### src/hdl/vfp_pkg.sv
// Package for the video frame pacer: field widths, action and mode codes,
// register indexes and the command and status bundles between control and datapath.
// No dependencies.
package vfp_pkg;

    localparam int QUEUE_DEPTH_DEF = 16;
    localparam int TAG_BITS_DEF    = 32;

    localparam int ACT_W     = 2;
    localparam int DELTA_W   = 24;
    localparam int TAG_W     = 32;
    localparam int MODE_W    = 2;
    localparam int FT_W      = 24;
    localparam int ACC_W     = 25;
    localparam int DUE_W     = 20;
    localparam int PLAYED_W  = 32;
    localparam int IN_W      = 64;
    localparam int CFG_IDX_W = 1;
    localparam int CFG_W     = 24;

    localparam logic [FT_W-1:0]  FT_RESET = 24'd33333;
    localparam logic [DUE_W-1:0] DUE_MAX  = 20'hFFFFF;

    localparam logic [ACT_W-1:0] ACT_TICK = 2'd0;
    localparam logic [ACT_W-1:0] ACT_PUSH = 2'd1;
    localparam logic [ACT_W-1:0] ACT_MODE = 2'd2;

    localparam logic [MODE_W-1:0] MODE_STOPPED = 2'd0;
    localparam logic [MODE_W-1:0] MODE_PAUSED  = 2'd1;
    localparam logic [MODE_W-1:0] MODE_PLAYING = 2'd2;

    localparam logic [CFG_IDX_W-1:0] CFG_HAS_VIDEO  = 1'd0;
    localparam logic [CFG_IDX_W-1:0] CFG_FRAME_TIME = 1'd1;

    typedef struct packed {
        logic cap_in;
        logic exec_push;
        logic exec_mode;
        logic div_start;
        logic acc_update;
        logic drain;
        logic load_tag;
        logic out_load;
    } cmd_t;

    typedef struct packed {
        logic [ACT_W-1:0] act;
        logic             has_video;
        logic             playing;
        logic             div_busy;
        logic             drain_shows;
        logic             out_free;
    } stat_t;

endpackage

### src/hdl/vfp_ram.sv
// Generic simple dual-port RAM with one write port and one registered read port.
// No dependencies.
module vfp_ram #(
    parameter int WIDTH = 32,
    parameter int DEPTH = 16
) (
    input  logic                     clk,
    input  logic                     we,
    input  logic [$clog2(DEPTH)-1:0] waddr,
    input  logic [WIDTH-1:0]         wdata,
    input  logic [$clog2(DEPTH)-1:0] raddr,
    output logic [WIDTH-1:0]         rdata
);

    logic [WIDTH-1:0] mem [DEPTH];
    logic [WIDTH-1:0] rdata_reg;

    always_ff @(posedge clk)
    begin
        if (we)
        begin
            mem[waddr] <= wdata;
        end
        rdata_reg <= mem[raddr];
    end

    assign rdata = rdata_reg;

endmodule

### src/hdl/vfp_div.sv
// Restoring divider for the pacer, one quotient bit per cycle.
// Depends on vfp_pkg for the dividend and divisor widths.
module vfp_div (
    input  logic                       clk,
    input  logic                       rst_n,
    input  logic                       start,
    input  logic [vfp_pkg::ACC_W-1:0]  dividend,
    input  logic [vfp_pkg::FT_W-1:0]   divisor,
    output logic                       busy,
    output logic [vfp_pkg::ACC_W-1:0]  quotient,
    output logic [vfp_pkg::FT_W-1:0]   remainder
);

    localparam int CNT_W = $clog2(vfp_pkg::ACC_W);

    logic                      busy_reg, busy_next;
    logic [CNT_W-1:0]          cnt_reg, cnt_next;
    logic [vfp_pkg::ACC_W-1:0] quo_reg, quo_next;
    logic [vfp_pkg::FT_W-1:0]  rem_reg, rem_next;
    logic [vfp_pkg::ACC_W-1:0] trial;
    logic                      fits;

    assign trial = {rem_reg, quo_reg[vfp_pkg::ACC_W-1]};
    assign fits  = trial >= vfp_pkg::ACC_W'(divisor);

    always_comb
    begin
        busy_next = busy_reg;
        cnt_next  = cnt_reg;
        quo_next  = quo_reg;
        rem_next  = rem_reg;
        if (start)
        begin
            busy_next = 1'b1;
            cnt_next  = CNT_W'(vfp_pkg::ACC_W - 1);
            quo_next  = dividend;
            rem_next  = '0;
        end
        else if (busy_reg)
        begin
            quo_next = {quo_reg[vfp_pkg::ACC_W-2:0], fits};
            rem_next = fits ? vfp_pkg::FT_W'(trial - vfp_pkg::ACC_W'(divisor))
                            : vfp_pkg::FT_W'(trial);
            if (cnt_reg == '0)
            begin
                busy_next = 1'b0;
            end
            else
            begin
                cnt_next = cnt_reg - 1'b1;
            end
        end
    end

    always_ff @(posedge clk or negedge rst_n)
    begin
        if (!rst_n)
        begin
            busy_reg <= 1'b0;
            cnt_reg  <= '0;
        end
        else
        begin
            busy_reg <= busy_next;
            cnt_reg  <= cnt_next;
        end
    end

    always_ff @(posedge clk)
    begin
        quo_reg <= quo_next;
        rem_reg <= rem_next;
    end

    assign busy      = busy_reg;
    assign quotient  = quo_reg;
    assign remainder = rem_reg;

endmodule

### src/hdl/vfp_dp.sv
// Datapath of the pacer: configuration, pacing state, frame queue, divider and output register.
// Depends on vfp_pkg, vfp_ram and vfp_div.
module vfp_dp #(
    parameter int QUEUE_DEPTH = vfp_pkg::QUEUE_DEPTH_DEF,
    parameter int TAG_BITS    = vfp_pkg::TAG_BITS_DEF,
    parameter int QW          = $clog2(QUEUE_DEPTH + 1),
    parameter int OUT_W       = ((67 + QW + 7) / 8) * 8
) (
    input  logic                          clk,
    input  logic                          rst_n,
    input  vfp_pkg::cmd_t                 cmd,
    output vfp_pkg::stat_t                stat,
    input  logic                          cfg_we,
    input  logic [vfp_pkg::CFG_IDX_W-1:0] cfg_index,
    input  logic [vfp_pkg::CFG_W-1:0]     cfg_data,
    input  logic [vfp_pkg::IN_W-1:0]      in_data,
    input  logic [vfp_pkg::ACT_W-1:0]     in_user,
    input  logic                          m_tready,
    output logic                          m_tvalid,
    output logic [OUT_W-1:0]              m_tdata
);

    localparam int AW = $clog2(QUEUE_DEPTH);
    localparam int CW = QW;
    localparam int SW = CW + 1;
    localparam int SUM_W = vfp_pkg::ACC_W + 1;

    function automatic logic [AW-1:0] wrap(input logic [SW-1:0] sum);
        if (sum >= SW'(QUEUE_DEPTH))
        begin
            return AW'(sum - SW'(QUEUE_DEPTH));
        end
        return AW'(sum);
    endfunction

    logic [vfp_pkg::ACT_W-1:0]   act_reg;
    logic [vfp_pkg::DELTA_W-1:0] delta_reg;
    logic [vfp_pkg::TAG_W-1:0]   tag_reg;
    logic [vfp_pkg::MODE_W-1:0]  mode_in_reg;

    logic                       has_video_reg;
    logic [vfp_pkg::FT_W-1:0]   ft_reg;

    logic [vfp_pkg::MODE_W-1:0]   play_reg, play_next;
    logic [vfp_pkg::ACC_W-1:0]    acc_reg, acc_next;
    logic [vfp_pkg::DUE_W-1:0]    due_reg, due_next;
    logic [vfp_pkg::PLAYED_W-1:0] played_reg, played_next;
    logic [vfp_pkg::TAG_W-1:0]    last_tag_reg, last_tag_next;
    logic                         last_valid_reg, last_valid_next;
    logic [AW-1:0]                head_reg, head_next;
    logic [CW-1:0]                count_reg, count_next;
    logic                         shown_reg, shown_next;
    logic                         refused_reg, refused_next;
    logic                         out_valid_reg, out_valid_next;
    logic [OUT_W-1:0]             out_data_reg, out_data_next;

    logic [vfp_pkg::FT_W-1:0]  ft_eff;
    logic [vfp_pkg::ACC_W-1:0] dividend;
    logic                      div_busy;
    logic [vfp_pkg::ACC_W-1:0] quo;
    logic [vfp_pkg::FT_W-1:0]  rem;
    logic [SUM_W-1:0]          due_sum;
    logic                      full;
    logic                      ram_we;
    logic [AW-1:0]             waddr;
    logic [AW-1:0]             raddr;
    logic [TAG_BITS-1:0]       rdata;
    logic [CW-1:0]             n_drain;
    logic [vfp_pkg::DUE_W-1:0] due_after;
    logic [AW-1:0]             head_drain;

    assign ft_eff   = (ft_reg == '0) ? vfp_pkg::FT_W'(1) : ft_reg;
    assign dividend = acc_reg + vfp_pkg::ACC_W'(delta_reg);
    assign due_sum  = SUM_W'(due_reg) + SUM_W'(quo);
    assign full     = count_reg == CW'(QUEUE_DEPTH);
    assign ram_we   = cmd.exec_push && !full;
    assign waddr    = wrap(SW'(head_reg) + SW'(count_reg));

    assign n_drain    = (vfp_pkg::DUE_W'(count_reg) <= due_reg) ? count_reg : CW'(due_reg);
    assign due_after  = due_reg - vfp_pkg::DUE_W'(n_drain);
    assign raddr      = wrap(SW'(head_reg) + SW'(n_drain) - SW'(1));
    assign head_drain = wrap(SW'(head_reg) + SW'(n_drain));

    vfp_div u_div (
        .clk       (clk),
        .rst_n     (rst_n),
        .start     (cmd.div_start),
        .dividend  (dividend),
        .divisor   (ft_eff),
        .busy      (div_busy),
        .quotient  (quo),
        .remainder (rem)
    );

    vfp_ram #(
        .WIDTH (TAG_BITS),
        .DEPTH (QUEUE_DEPTH)
    ) u_queue (
        .clk   (clk),
        .we    (ram_we),
        .waddr (waddr),
        .wdata (TAG_BITS'(tag_reg)),
        .raddr (raddr),
        .rdata (rdata)
    );

    always_ff @(posedge clk)
    begin
        if (cmd.cap_in)
        begin
            act_reg     <= in_user;
            delta_reg   <= in_data[vfp_pkg::DELTA_W-1:0];
            tag_reg     <= in_data[55:24];
            mode_in_reg <= in_data[57:56];
        end
    end

    always_ff @(posedge clk or negedge rst_n)
    begin
        if (!rst_n)
        begin
            has_video_reg <= 1'b0;
            ft_reg        <= vfp_pkg::FT_RESET;
        end
        else if (cfg_we)
        begin
            case (cfg_index)
                vfp_pkg::CFG_HAS_VIDEO:  has_video_reg <= cfg_data[0];
                vfp_pkg::CFG_FRAME_TIME: ft_reg        <= cfg_data;
                default: ;
            endcase
        end
    end

    always_comb
    begin
        play_next       = play_reg;
        acc_next        = acc_reg;
        due_next        = due_reg;
        played_next     = played_reg;
        last_tag_next   = last_tag_reg;
        last_valid_next = last_valid_reg;
        head_next       = head_reg;
        count_next      = count_reg;
        shown_next      = shown_reg;
        refused_next    = refused_reg;
        out_valid_next  = m_tready ? 1'b0 : out_valid_reg;
        out_data_next   = out_data_reg;

        if (cmd.cap_in)
        begin
            shown_next   = 1'b0;
            refused_next = 1'b0;
        end

        if (cmd.exec_push)
        begin
            if (full)
            begin
                refused_next = 1'b1;
            end
            else
            begin
                count_next = count_reg + 1'b1;
            end
        end

        if (cmd.exec_mode && mode_in_reg <= vfp_pkg::MODE_PLAYING)
        begin
            if (mode_in_reg == vfp_pkg::MODE_PLAYING && play_reg == vfp_pkg::MODE_STOPPED)
            begin
                due_next    = vfp_pkg::DUE_W'(1);
                played_next = '0;
            end
            else if (mode_in_reg == vfp_pkg::MODE_STOPPED)
            begin
                due_next    = '0;
                played_next = '0;
                head_next   = '0;
                count_next  = '0;
            end
            play_next = mode_in_reg;
        end

        if (cmd.acc_update)
        begin
            acc_next = vfp_pkg::ACC_W'(rem);
            due_next = (due_sum > SUM_W'(vfp_pkg::DUE_MAX)) ? vfp_pkg::DUE_MAX
                                                          : vfp_pkg::DUE_W'(due_sum);
        end

        if (cmd.drain)
        begin
            due_next    = due_after;
            played_next = played_reg + vfp_pkg::PLAYED_W'(n_drain);
            head_next   = head_drain;
            count_next  = count_reg - n_drain;
        end

        if (cmd.load_tag)
        begin
            last_tag_next   = vfp_pkg::TAG_W'(rdata);
            last_valid_next = 1'b1;
            shown_next      = 1'b1;
        end

        if (cmd.out_load)
        begin
            out_valid_next = 1'b1;
            out_data_next  = OUT_W'({refused_reg, count_reg, last_tag_reg,
                                     last_valid_reg, shown_reg, played_reg});
        end
    end

    always_ff @(posedge clk or negedge rst_n)
    begin
        if (!rst_n)
        begin
            play_reg       <= vfp_pkg::MODE_STOPPED;
            acc_reg        <= '0;
            due_reg        <= '0;
            played_reg     <= '0;
            last_tag_reg   <= '0;
            last_valid_reg <= 1'b0;
            head_reg       <= '0;
            count_reg      <= '0;
            shown_reg      <= 1'b0;
            refused_reg    <= 1'b0;
            out_valid_reg  <= 1'b0;
        end
        else
        begin
            play_reg       <= play_next;
            acc_reg        <= acc_next;
            due_reg        <= due_next;
            played_reg     <= played_next;
            last_tag_reg   <= last_tag_next;
            last_valid_reg <= last_valid_next;
            head_reg       <= head_next;
            count_reg      <= count_next;
            shown_reg      <= shown_next;
            refused_reg    <= refused_next;
            out_valid_reg  <= out_valid_next;
        end
    end

    always_ff @(posedge clk)
    begin
        out_data_reg <= out_data_next;
    end

    assign stat.act         = act_reg;
    assign stat.has_video   = has_video_reg;
    assign stat.playing     = play_reg == vfp_pkg::MODE_PLAYING;
    assign stat.div_busy    = div_busy;
    assign stat.drain_shows = (n_drain != '0) && (due_after == '0);
    assign stat.out_free    = !out_valid_reg || m_tready;

    assign m_tvalid = out_valid_reg;
    assign m_tdata  = out_data_reg;

endmodule

### src/hdl/vfp_ctrl.sv
// Controller of the pacer: sequences one request through the datapath.
// Depends on vfp_pkg for the command and status bundles.
module vfp_ctrl (
    input  logic           clk,
    input  logic           rst_n,
    input  logic           in_valid,
    output logic           in_ready,
    input  vfp_pkg::stat_t stat,
    output vfp_pkg::cmd_t  cmd
);

    typedef enum logic [6:0] {
        S_IDLE  = 7'b0000001,
        S_EXEC  = 7'b0000010,
        S_DIV   = 7'b0000100,
        S_ACCUM = 7'b0001000,
        S_DRAIN = 7'b0010000,
        S_LOAD  = 7'b0100000,
        S_DONE  = 7'b1000000
    } state_t;

    state_t state_reg, state_next;

    always_comb
    begin
        state_next = state_reg;
        cmd        = '0;
        case (state_reg)
            S_IDLE:
            begin
                if (in_valid)
                begin
                    cmd.cap_in = 1'b1;
                    state_next = S_EXEC;
                end
            end
            S_EXEC:
            begin
                state_next = S_DONE;
                case (stat.act)
                    vfp_pkg::ACT_TICK:
                    begin
                        if (stat.has_video && stat.playing)
                        begin
                            cmd.div_start = 1'b1;
                            state_next    = S_DIV;
                        end
                        else if (stat.has_video)
                        begin
                            state_next = S_DRAIN;
                        end
                    end
                    vfp_pkg::ACT_PUSH: cmd.exec_push = 1'b1;
                    vfp_pkg::ACT_MODE: cmd.exec_mode = 1'b1;
                    default: ;
                endcase
            end
            S_DIV:
            begin
                if (!stat.div_busy)
                begin
                    state_next = S_ACCUM;
                end
            end
            S_ACCUM:
            begin
                cmd.acc_update = 1'b1;
                state_next     = S_DRAIN;
            end
            S_DRAIN:
            begin
                cmd.drain  = 1'b1;
                state_next = stat.drain_shows ? S_LOAD : S_DONE;
            end
            S_LOAD:
            begin
                cmd.load_tag = 1'b1;
                state_next   = S_DONE;
            end
            S_DONE:
            begin
                if (stat.out_free)
                begin
                    cmd.out_load = 1'b1;
                    state_next   = S_IDLE;
                end
            end
            default: state_next = S_IDLE;
        endcase
    end

    always_ff @(posedge clk or negedge rst_n)
    begin
        if (!rst_n)
        begin
            state_reg <= S_IDLE;
        end
        else
        begin
            state_reg <= state_next;
        end
    end

    assign in_ready = state_reg == S_IDLE;

endmodule

### src/hdl/video_frame_pacer.sv
// Top level of the video frame pacer: controller and datapath.
// Depends on vfp_pkg, vfp_ctrl and vfp_dp.
//
// Each request on the slave stream is a tick, a frame push or a playback mode change,
// selected by s_tuser. Each request gives exactly one result on the master stream.
// Configuration registers are written through cfg_we, cfg_index and cfg_data; the user must
// write them only while no request is in flight, and the block does not enforce this.
// A push, a mode change, an unknown action or a tick without video goes from the execute
// state straight to the done state, which loads the result and frees the input together.
// A tick while playing runs the bit-serial divider, updates the accumulator, drains the queue
// in one step and, when a frame is shown, reads the shown tag from the queue memory.
// A tick with video while paused or stopped skips the divider and goes to the drain step.
// The result sits in an output register, so a new request is accepted while the
// previous result waits; if the receiver still stalls when the next result is ready,
// the controller holds it and accepts nothing further until the register frees.
// Reset clears all pacing state and sets the configuration to its defaults; queue contents
// need no clearing since only counted entries are ever read.
module video_frame_pacer #(
    parameter int QUEUE_DEPTH = vfp_pkg::QUEUE_DEPTH_DEF,
    parameter int TAG_BITS    = vfp_pkg::TAG_BITS_DEF,
    parameter int QW          = $clog2(QUEUE_DEPTH + 1),
    parameter int OUT_W       = ((67 + QW + 7) / 8) * 8
) (
    input  logic                          clk,
    input  logic                          rst_n,
    input  logic                          cfg_we,
    input  logic [vfp_pkg::CFG_IDX_W-1:0] cfg_index,
    input  logic [vfp_pkg::CFG_W-1:0]     cfg_data,
    input  logic                          s_tvalid,
    output logic                          s_tready,
    // delta_us, frame_tag, new_mode, zero fill
    input  logic [vfp_pkg::IN_W-1:0]      s_tdata,
    // action
    input  logic [vfp_pkg::ACT_W-1:0]     s_tuser,
    output logic                          m_tvalid,
    input  logic                          m_tready,
    // played_count, frame_shown, shown_valid, shown_tag, queue_level, push_refused, zero fill
    output logic [OUT_W-1:0]              m_tdata
);

    vfp_pkg::cmd_t  cmd;
    vfp_pkg::stat_t stat;

    vfp_ctrl u_ctrl (
        .clk      (clk),
        .rst_n    (rst_n),
        .in_valid (s_tvalid),
        .in_ready (s_tready),
        .stat     (stat),
        .cmd      (cmd)
    );

    vfp_dp #(
        .QUEUE_DEPTH (QUEUE_DEPTH),
        .TAG_BITS    (TAG_BITS),
        .QW          (QW),
        .OUT_W       (OUT_W)
    ) u_dp (
        .clk       (clk),
        .rst_n     (rst_n),
        .cmd       (cmd),
        .stat      (stat),
        .cfg_we    (cfg_we),
        .cfg_index (cfg_index),
        .cfg_data  (cfg_data),
        .in_data   (s_tdata),
        .in_user   (s_tuser),
        .m_tready  (m_tready),
        .m_tvalid  (m_tvalid),
        .m_tdata   (m_tdata)
    );

endmodule

### config.mk
export PLATFORM = sky130hd
export DESIGN_NAME = video_frame_pacer
export DESIGN_NICKNAME = d
export VERILOG_FILES = /design/src/hdl/vfp_pkg.sv /design/src/hdl/vfp_ram.sv /design/src/hdl/vfp_div.sv /design/src/hdl/vfp_dp.sv /design/src/hdl/vfp_ctrl.sv /design/src/hdl/video_frame_pacer.sv
export SDC_FILE = /design/constraint.sdc
export NUM_CORES = 1
export LEC_CHECK = 0
export BUFFER_PORTS_ARGS = -buffer_cell sky130_fd_sc_hd__buf_4
export CORE_UTILIZATION = 40
export DETAILED_ROUTE_END_ITERATION = 8
export GPL_ROUTABILITY_DRIVEN = 1
export GPL_TIMING_DRIVEN = 0
export PLACE_DENSITY_LB_ADDON = 0.15
export SYNTH_ARGS = -nofsm -noshare
export SYNTH_HDL_FRONTEND = slang
export SYNTH_SLANG_ARGS = --single-unit
### constraint.sdc
create_clock -name clk -period 9.45 [get_ports clk]
set_clock_uncertainty 0.2 [all_clocks]
set_input_delay 1.4175 -clock clk [delete_from_list [all_inputs] [get_ports clk]]
set_output_delay 1.4175 -clock clk [all_outputs]
set_load 0.01 [all_outputs]
### After elaboration in Yosys (flattened, before gate mapping)

Memory sizes are Yosys's and may differ from the RTL's. A register that Yosys moved wholly into a read port is not among the register bits.
Cells that the tools add are included.
W data, S select, Z words.

* register bits after elaboration: 342
* bits in writable memories: 512
* input bits: 96
* word-level logic and storage cells: 162
* memories: 1

* add/subtract/negate cells: 14
* $lt $le $gt $ge: 7
* equality and inequality tests: 17
* multiplexer cells: 69
* bitwise gates (word level): 1
* reductions and logical operators: 30

Memories
* u_dp.u_queue.mem: words 16, width 32, rd ports 1, clocked after memory_dff 1, wr ports 1, line vfp_ram.sv:15 `logic [WIDTH-1:0] mem [DEPTH];`

Operators with widths (count)
* $mux W32: 4
* $mux W20: 6
* $mux W25: 2
* $mux W5: 10
* $mux W7: 7
* $pmux W7 S7: 1
* $mux W24: 2
* $mux W4: 10
* $add A32 B5 Y32: 1
* $add A20 B25 Y26: 1
* $gt A26 B20 Y1 const B: 1
* $mux W1: 26
* $add A24 B24 Y25: 1
* $ge A25 B24 Y1: 1
* $logic_not A24 Y1: 1
* $sub A24 B24 Y24: 1
* $le A5 B20 Y1: 1
* $logic_not A20 Y1: 1
* $sub A20 B5 Y20: 1
* $ge A6 B5 Y1 const B: 3
* $add A4 B5 Y6: 2
* $sub A4 B1 Y4 const B: 3
* $ne A2 B2 Y1 const B: 5
* $reduce_and A2 Y1: 5
* other kinds (27): 42

### Logic depth before layout (Yosys ltp)

Gate-level depths: netlist of run 1.

* word-level depth: 10
* mapped depth: 22

### Cells and area by module

Synthesis of run 1 repeated with hierarchy kept, for this count alone.

* cell total of the unflattened synthesis: 2428
* area total of the unflattened synthesis: 37860.1 um^2

By module, submodules not included
* vfp_ram: times used 1, cells an instance 838, area each 19836.5 um^2, seq. area each 16015.4 um^2
* vfp_dp: times used 1, cells an instance 1135, area each 13724.4 um^2, seq. area each 7674.9 um^2
* vfp_div: times used 1, cells an instance 397, area each 3789.9 um^2, seq. area each 1381.3 um^2
* vfp_ctrl: times used 1, cells an instance 58, area each 509.2 um^2, seq. area each 176.4 um^2

### Worst setup path before layout of run 1

OpenSTA, ideal clock, no wires.

* kind: register to register
* start point: register u_dp.due_reg[6] (netlist name)
* end point: register u_dp.u_queue.rdata_reg[0] (netlist: u_dp.u_queue.rdata[0]), read port of u_dp.u_queue.mem
* data arrival time: 5464 ps
* data required time: 9118 ps
* setup slack: 3654 ps
* cell stages (with the launch flop): 18
* buffers on the path: 5
* cells stage by stage: dfrtp_1 -> or3_1 -> buf_2 -> or4_4 -> nor3_4 -> nand2_2 -> a211oi_4 -> o21ai_0 -> ha_1 -> clkbuf_1 -> buf_1 -> clkbuf_1 -> inv_1 -> ha_1 -> xnor2_1 -> clkbuf_1 -> mux2i_1 -> mux2i_1

* longest elaborated chain between the ends: 7
* elaborated cells between the ends (all ways): 9

RTL lines
* start: declaration: line vfp_dp.sv:46 `logic [vfp_pkg::DUE_W-1:0] due_reg, due_next;`
* start signal: assignment: line vfp_dp.sv:235 `due_reg <= due_next;`
* $le A5 B20 Y1 (*): line vfp_dp.sv:79 `assign n_drain = (vfp_pkg::DUE_W'(count_reg) <= due_reg) ? count_reg : CW'(due_reg);`
* $mux W5 (*): line vfp_dp.sv:79
* $add A4 B5 Y6 (*): line vfp_dp.sv:81 `assign raddr = wrap(SW'(head_reg) + SW'(n_drain) - SW'(1));`
* $sub A6 B1 Y6 (*): line vfp_dp.sv:81
* $ge A6 B5 Y1 / $sub A4 B1 Y4 (equally long branches): line vfp_dp.sv:29, vfp_dp.sv:31
* $mux W1 / $mux W4 (equally long branches): line vfp_dp.sv:29 `if (sum >= SW'(QUEUE_DEPTH))`
* $mux W4 (*): line vfp_dp.sv:33 `return AW'(sum);`
* end: declaration: line vfp_ram.sv:16 `logic [WIDTH-1:0] rdata_reg;`

Mark *: on every way between the ends. The rest lies on a longest branch, timed or not. The select of a mux whose other input is x is not followed.
A chain may end at the register's enable or synchronous reset.

### Worst setup path after layout of run 1

* start point: register u_dp.due_reg[6] (netlist name)
* end point: register u_dp.u_queue.rdata_reg[17] (netlist: u_dp.u_queue.rdata[17]), read port of u_dp.u_queue.mem

Same word-level chain as after synthesis.

==> flow_results.xml, run 1 <==
<?xml version="1.0" encoding="UTF-8"?>
<metrics>
  <group name="outcome">
    <metric name="outcome" unit="">finished, final reports clean</metric>
  </group>
  <group name="power">
    <metric name="fin_total_pwr" unit="mW">16.4</metric>
    <metric name="p_per_area" unit="mW/mm^2">367</metric>
    <metric name="p_leak" unit="nW">16.6</metric>
    <metric name="vdd.ir_drop.worst" unit="mV">0.404</metric>
  </group>
  <group name="place">
    <metric name="place.detailed.hpwl" unit="microns">63300</metric>
    <metric name="routabilityCongestion" unit="">0.880</metric>
    <metric name="placement.io_buffers" unit="">163</metric>
    <metric name="placed_cell_area" unit="sq mm">0.0413</metric>
    <metric name="preCtsSetupSlack" unit="ns">0.953</metric>
  </group>
  <group name="floorplan">
    <metric name="initial_utilization" unit="%">40.4</metric>
    <metric name="num_rows" unit="">112</metric>
    <metric name="area_of_the_core_region" unit="sq mm">0.0935</metric>
    <metric name="top_level_ports" unit="">170</metric>
    <metric name="total_die_area" unit="sq mm">0.0957</metric>
    <metric name="chipHeight" unit="microns">309</metric>
    <metric name="floorplan.die.width" unit="microns">309</metric>
  </group>
  <group name="layout">
    <metric name="layout-drive-gt1-share" unit="%">21.0</metric>
    <metric name="max_flop_register" unit="">u_dp.u_queue.mem</metric>
    <metric name="area_overhead_vs_synth" unit="%">17.9</metric>
    <metric name="net_count_final" unit="">2943</metric>
    <metric name="final_design_area_no_fill" unit="sq mm">0.0445</metric>
    <metric name="number_of_flip_flops_under_the_largest_register_name" unit="">512</metric>
    <metric name="insertedDiodeCount" unit="">0</metric>
  </group>
  <group name="route">
    <metric name="drcViolationCount" unit="">0</metric>
    <metric name="detail-route-antenna-nets" unit="">0</metric>
    <metric name="wirelength" unit="microns">92300</metric>
    <metric name="drtPass1Iterations" unit="">5</metric>
    <metric name="wl_per_cell" unit="microns">22.7</metric>
    <metric name="route.vias.total" unit="">22110</metric>
    <metric name="violation_count_after_the_first_detailed_route_iteration" unit="">1747</metric>
    <metric name="routed_via_density" unit="">5.43</metric>
  </group>
  <group name="logic_synthesis">
    <metric name="syn-cell-area" unit="sq mm">0.0378</metric>
    <metric name="synthTopCellsByArea" unit="">edfxtp_1 53%, dfrtp_1 10%, mux4_2 7.6%</metric>
    <metric name="synthFlopType" unit="">edfxtp_1</metric>
    <metric name="asyncSetResetFlopFracSynth" unit="%">18.2</metric>
    <metric name="top_area_cell_type_share_of_the_netlist_area" unit="%">53.2</metric>
    <metric name="yosysSeqAreaShare" unit="%">66.8</metric>
    <metric name="leading_area_contributor_after_synthesis" unit="">edfxtp_1</metric>
    <metric name="synth_enable_flop_cells" unit="">669</metric>
    <metric name="synthesis.nets" unit="">2655</metric>
    <metric name="synthesis.yosys.warnings" unit="">0</metric>
    <metric name="syn_inst" unit="">2453</metric>
    <metric name="yosys.cell_types.count" unit="">73</metric>
    <metric name="syn_area_per_cell" unit="sq um">15.4</metric>
    <metric name="synth-seq-cells" unit="">886</metric>
  </group>
  <group name="grt">
    <metric name="met3_use_gr" unit="%">2.90</metric>
    <metric name="use_met2" unit="%">32.7</metric>
    <metric name="grt_antenna_before_repair" unit="">1</metric>
    <metric name="vias_in_the_first_global_route" unit="">22662</metric>
    <metric name="grt_first_pass_wirelength" unit="microns">139000</metric>
    <metric name="gr-usage-met1" unit="%">26.7</metric>
    <metric name="grt_util_all_layers" unit="%">19.5</metric>
    <metric name="congestion_overflow_gr" unit="">0</metric>
    <metric name="top_usage_layer" unit="">met2</metric>
    <metric name="grt_max_degree" unit="">83</metric>
  </group>
  <group name="worst_setup_path">
    <metric name="worstPathMaxFanout" unit="">10</metric>
    <metric name="setup.worst_path.class" unit="">flop to flop</metric>
    <metric name="cp_data_required_time" unit="ns">9.76</metric>
    <metric name="worstPathArrival" unit="ns">8.52</metric>
    <metric name="setup.worst_path.end_class" unit="">flop</metric>
    <metric name="critPathLaunchType" unit="">flop</metric>
  </group>
  <group name="clock_network">
    <metric name="clk_root_buffer_cell" unit="">clkbuf_16</metric>
    <metric name="cts_sinks" unit="">886</metric>
    <metric name="clock_latency" unit="ns">0.67</metric>
    <metric name="ctsHoldBuffers" unit="">0</metric>
    <metric name="cts-htree-levels" unit="">3</metric>
    <metric name="clkSlewWorstSetupHoldPaths" unit="ns">0.06</metric>
    <metric name="cts_tree" unit="">yes</metric>
    <metric name="cts_buffer_depth" unit="">3</metric>
    <metric name="post_cts_resized" unit="">0</metric>
    <metric name="numCtsBuffers" unit="">97</metric>
    <metric name="post-cts-setup-buffer-count" unit="">0</metric>
  </group>
  <group name="sta">
    <metric name="final_critical_path_setup_slack" unit="ns">1.24</metric>
    <metric name="tightest_slew" unit="ns">1.19</metric>
    <metric name="fin_crit_sh" unit="%">86.9</metric>
    <metric name="grt_setup_unrepaired" unit="">false</metric>
    <metric name="period_needed" unit="ns">8.21</metric>
    <metric name="report.final.setup_viol" unit="">0</metric>
    <metric name="slew_viol_final" unit="">0</metric>
    <metric name="setup_total_negative_slack" unit="ns">0</metric>
    <metric name="number_of_endpoints_with_negative_hold_slack_in_the_final_report" unit="">0</metric>
    <metric name="max_slew_margin" unit="%">20.0</metric>
    <metric name="max_freq" unit="MHz">122</metric>
  </group>
  <group name="job">
    <metric name="max_cap_violations" unit="">0</metric>
  </group>
  <group name="worst_hold_path">
    <metric name="hold_path.class" unit="">flop to flop</metric>
  </group>
</metrics>
[area by class of cell]
| class | count | area [sq um] |
|---|---|---|
| fill | 8059 | 48900 |
| sequential | 886 | 25200 |
| multi-input combinational | 1387 | 12000 |
| clock buffer | 136 | 2680 |
| timing repair buffer | 189 | 1810 |
| tap | 1254 | 1570 |
| clock inverter | 42 | 551 |
| buffer | 97 | 389 |
| inverter | 83 | 314 |
[synth_stat cells, types with 20 or more instances]
library cell,count
edfxtp_1,669
o21ai_0,186
dfrtp_1,154
mux4_2,128
nand2_1,117
nor2_1,105
a21oi_1,104
mux2i_1,103
ha_1,98
inv_1,83
mux2_2,83
clkbuf_1,82
dfxtp_1,56
xnor2_1,45
a21o_1,40
xor2_1,36
nand3_1,30
nor3_1,29
a31oi_1,25
nand2b_1,20
[per-layer routing]
layer  routed length [microns]  share of wire, %
met1                     40800                44
met2                     45500                49
met3                      4050               4.4
met4                      1890               2.1
met5                         0                 0
[worst max-delay path, cell delays in order, from the launching register on]
cell,delay (ns)
dfrtp_1,0.48
or3_1,0.39
buf_2,0.18
or4_4,0.47
nor3_4,0.17
nand2_2,0.14
a211oi_4,0.43
o21ai_0,0.41
ha_1,0.41
clkbuf_1,0.25
buf_1,0.80
clkbuf_1,0.91
inv_1,0.15
ha_1,0.37
clkbuf_1,0.75
clkbuf_1,0.73
mux4_2,0.41
mux2i_1,0.20
mux2i_1,0.18
[final timing paths]
path                                            start                endpoint  slack (ns)  cells after the start
worst max register to register        u_dp.due_reg[6]  u_dp.u_queue.rdata[17]        1.24                     18
min in group asynchronous                       rst_n     u_dp.played_reg[28]        0.54                      1
worst min register to register  u_dp.last_tag_reg[11]        u_dp.m_tdata[45]        0.23                      0
max in group asynchronous                       rst_n          u_dp.ft_reg[0]        7.55                      2
worst min-delay path            u_dp.last_tag_reg[11]        u_dp.m_tdata[45]        0.23                      0
worst max-delay path                  u_dp.due_reg[6]  u_dp.u_queue.rdata[17]        1.24                     18
[power breakdown]
group / internal, mW / switching, mW / leakage (nW) / total [mW]
combinational: 3.47 / 4.17 / 6.35 / 7.63
clock: 2.26 / 1.55 / 1.56 / 3.81
sequential: 4.63 / 0.275 / 8.69 / 4.91
total: 10.4 / 5.99 / 16.6 / 16.3
[cell usage in the layout (no fill, tap or decap), types with 103 or more instances in the layout]
cell / count
mux4_2: 128
buf_4: 163
nand2_1: 117
clkbuf_1: 112
edfxtp_1: 669
mux2i_1: 103
dfrtp_1: 154
a21oi_1: 104
o21ai_0: 186
[logic make-up (layout without fill, tap and decap cells)]
logic type / after synthesis / count (layout) / share of synthesized area (%)
DFF: 886 / 886 / 66.8
and+or+nand+nor: 419 / 419 / 5.50
muxes: 314 / 314 / 12.8
adders and majority gates: 106 / 106 / 3.67
xor gates and xnor gates: 83 / 83 / 1.96
buffers and inverters: 180 / 547 / 1.85
AOI/OAI and AO/OA: 465 / 465 / 7.39
[metrics by stage]
stage	util [%]	instances	hold WS (ns)
2_1_floorplan	-	2453	0.217
5_1_grt	47.7	4074	0.258
3_5_place_dp	44.2	3896	0.229
4_1_cts	47.6	4074	0.235
6_report	47.7	4074	0.232
3_3_place_gp	43.4	3870	0.227
(Power assumes the default switching activity.)
==> run 2, diff against run 1 <==
==> constraint.sdc (replaced) <==
create_clock -name clk -period 6.6 [get_ports clk]
set_clock_uncertainty 0.2 [all_clocks]
set_input_delay 0.99 -clock clk [delete_from_list [all_inputs] [get_ports clk]]
set_output_delay 0.99 -clock clk [all_outputs]
set_load 0.01 [all_outputs]
==> run 2 against run 1 <==
Maximum frequency is 33% higher. Setup slack worse by 0.81 ns. Routed wire length is 0.14% lower. Cell count stayed put. Die area stayed put. Clock-buffer cell count stayed put. Sequential power is 43% higher. First-iteration DRC count is 5.8% lower.
==> flow_results.xml, run 2 (synthesized netlist as in run 1, its figures left out) <==
<?xml version="1.0" encoding="UTF-8"?>
<metrics>
  <group name="outcome">
    <metric name="outcome" unit="">finished, final reports clean</metric>
  </group>
  <group name="route">
    <metric name="wl_per_cell" unit="microns">22.6</metric>
    <metric name="detail-route-antenna-nets" unit="">0</metric>
    <metric name="route.vias.total" unit="">22042</metric>
    <metric name="drcViolationCount" unit="">0</metric>
    <metric name="routed_via_density" unit="">5.41</metric>
    <metric name="violation_count_after_the_first_detailed_route_iteration" unit="">1646</metric>
    <metric name="drtPass1Iterations" unit="">8</metric>
    <metric name="wirelength" unit="microns">92200</metric>
  </group>
  <group name="floorplan">
    <metric name="total_die_area" unit="sq mm">0.0957</metric>
    <metric name="initial_utilization" unit="%">40.4</metric>
    <metric name="chipHeight" unit="microns">309</metric>
    <metric name="floorplan.die.width" unit="microns">309</metric>
    <metric name="area_of_the_core_region" unit="sq mm">0.0935</metric>
    <metric name="top_level_ports" unit="">170</metric>
    <metric name="num_rows" unit="">112</metric>
  </group>
  <group name="grt">
    <metric name="grt_util_all_layers" unit="%">19.5</metric>
    <metric name="congestion_overflow_gr" unit="">0</metric>
    <metric name="grt_antenna_before_repair" unit="">1</metric>
    <metric name="vias_in_the_first_global_route" unit="">22656</metric>
    <metric name="grt_first_pass_wirelength" unit="microns">139000</metric>
    <metric name="grt_max_degree" unit="">83</metric>
  </group>
  <group name="clock_network">
    <metric name="ctsHoldBuffers" unit="">0</metric>
    <metric name="numCtsBuffers" unit="">97</metric>
    <metric name="cts_sinks" unit="">886</metric>
    <metric name="clkSlewWorstSetupHoldPaths" unit="ns">0.06</metric>
    <metric name="clock_latency" unit="ns">0.67</metric>
    <metric name="clk_root_buffer_cell" unit="">clkbuf_16</metric>
    <metric name="post-cts-setup-buffer-count" unit="">0</metric>
    <metric name="cts_buffer_depth" unit="">3</metric>
    <metric name="cts_tree" unit="">yes</metric>
    <metric name="cts-htree-levels" unit="">3</metric>
  </group>
  <group name="worst_setup_path">
    <metric name="critPathLaunchType" unit="">flop</metric>
    <metric name="setup.worst_path.end_class" unit="">flop</metric>
    <metric name="cp-startpoint" unit="">u_dp.due_reg[6]</metric>
    <metric name="worstPathArrival" unit="ns">6.49</metric>
    <metric name="worstPathMaxFanout" unit="">10</metric>
    <metric name="timing.rr.start" unit="">u_dp.due_reg[6]</metric>
    <metric name="setup.worst_path.class" unit="">flop to flop</metric>
    <metric name="cp_data_required_time" unit="ns">6.91</metric>
  </group>
  <group name="sta">
    <metric name="setup_total_negative_slack" unit="ns">0</metric>
    <metric name="period_needed" unit="ns">6.17</metric>
    <metric name="number_of_endpoints_with_negative_hold_slack_in_the_final_report" unit="">0</metric>
    <metric name="slew_viol_final" unit="">0</metric>
    <metric name="report.final.setup_viol" unit="">0</metric>
    <metric name="max_freq" unit="MHz">162</metric>
    <metric name="worst_hold_slack" unit="ns">0.130</metric>
    <metric name="max_slew_margin" unit="%">24.8</metric>
    <metric name="fin_crit_sh" unit="%">93.5</metric>
    <metric name="grt_setup_unrepaired" unit="">false</metric>
    <metric name="tightest_slew" unit="ns">1.13</metric>
  </group>
  <group name="place">
    <metric name="dp_cells" unit="">3896</metric>
    <metric name="placed_cell_area" unit="sq mm">0.0413</metric>
    <metric name="place.detailed.hpwl" unit="microns">63300</metric>
    <metric name="placement.io_buffers" unit="">163</metric>
    <metric name="routabilityCongestion" unit="">0.880</metric>
  </group>
  <group name="layout">
    <metric name="final_design_area_no_fill" unit="sq mm">0.0446</metric>
    <metric name="net_count_final" unit="">2943</metric>
    <metric name="insertedDiodeCount" unit="">0</metric>
    <metric name="layout_commonest_cell" unit="">edfxtp_1</metric>
    <metric name="commonest_non_fill_non_tap_cells_in_the_layout" unit="">669 x edfxtp_1, 185 x o21ai_0, 164 x buf_4</metric>
    <metric name="layout-drive-gt1-share" unit="%">21.8</metric>
    <metric name="area_overhead_vs_synth" unit="%">18.0</metric>
    <metric name="final_cells" unit="">4074</metric>
    <metric name="number_of_flip_flops_under_the_largest_register_name" unit="">512</metric>
    <metric name="max_flop_register" unit="">u_dp.u_queue.mem</metric>
  </group>
  <group name="job">
    <metric name="max_cap_violations" unit="">0</metric>
  </group>
  <group name="power">
    <metric name="vdd.ir_drop.worst" unit="mV">0.476</metric>
    <metric name="p_per_area" unit="mW/mm^2">526</metric>
    <metric name="p_leak" unit="nW">16.7</metric>
  </group>
  <group name="worst_hold_path">
    <metric name="hold_path.class" unit="">primary input to asynchronous set/reset pin</metric>
  </group>
</metrics>
run 2: cell counts in the layout (fill, tap and decap cells not counted):
Identical to the previous run, type by type.
run 2: final timing paths:
check	end	slack, ns	cells past startpoint
setup / recovery	u_dp.u_queue.rdata[28]	0.43	18
hold / removal	u_dp.played_reg[29]	0.13	1
setup reg to reg	u_dp.u_queue.rdata[28]	0.43	18
hold reg to reg	u_dp.m_tdata[45]	0.23	0
max in group asynchronous	u_dp.ft_reg[0]	5.11	2
min in group clk	u_dp.m_tdata[45]	0.23	0
run 2: cell type report:
| cell class | count | area (sq um) |
|---|---|---|
| Fill cell | 8056 | 48900 |
| Sequential cell | 886 | 25200 |
| Multi-Input combinational cell | 1387 | 12000 |
| Clock buffer | 136 | 2680 |
| Timing Repair Buffer | 189 | 1810 |
| Tap cell | 1254 | 1570 |
| Clock inverter | 42 | 551 |
| Buffer | 97 | 423 |
| Inverter | 83 | 314 |
run 2: through the flow:
stage          power [mW]  setup WS, ns  util [%]
6_report             23.4         0.426      47.7
3_5_place_dp         18.3         -1.90      44.2
4_1_cts              23.8         0.115      47.7
3_3_place_gp         18.1         -2.14      43.4
5_1_grt              24.7       0.00302      47.7
2_1_floorplan        14.8         0.804         -
run 2: per-layer routing:
layer  track usage (%)  vias to the layer above  wire, microns
met1              26.7                    11309          40800
met4              5.16                        0           1910
met3              2.90                      133           4040
met5                 0                        -              0
li1                  -                    10091              -
met2              32.6                      509          45400
run 2: what timing repair did:
| item | CTS | global route |
|---|---|---|
| setup endpoints to repair | 32 | 28 |
| gates resized for setup | 27 | 2 |
| endpoints found under the hold margin | 0 | 0 |
run 2: where the power goes:
| part | internal (mW) | total, mW | switching (mW) | leakage [nW] |
|---|---|---|---|---|
| Combinational | 4.99 | 10.9 | 5.96 | 6.42 |
| Sequential | 6.63 | 7.02 | 0.393 | 8.69 |
| Clock | 3.24 | 5.46 | 2.23 | 1.56 |
| Total | 14.9 | 23.4 | 8.58 | 16.7 |
run 2: critical path, stage by stage (launching register included):
cell and delay, ns:
dfrtp_1 0.48, or3_1 0.39, buf_2 0.17, or4_4 0.46, nor3_4 0.17, nand2_2 0.14
a211oi_4 0.44, o21ai_1 0.29, ha_1 0.35, clkbuf_1 0.25, buf_4 0.33, clkbuf_4 0.38
inv_1 0.10, ha_1 0.33, clkbuf_2 0.31, clkbuf_2 0.43, mux4_2 0.37, mux2i_1 0.26
mux2i_1 0.16
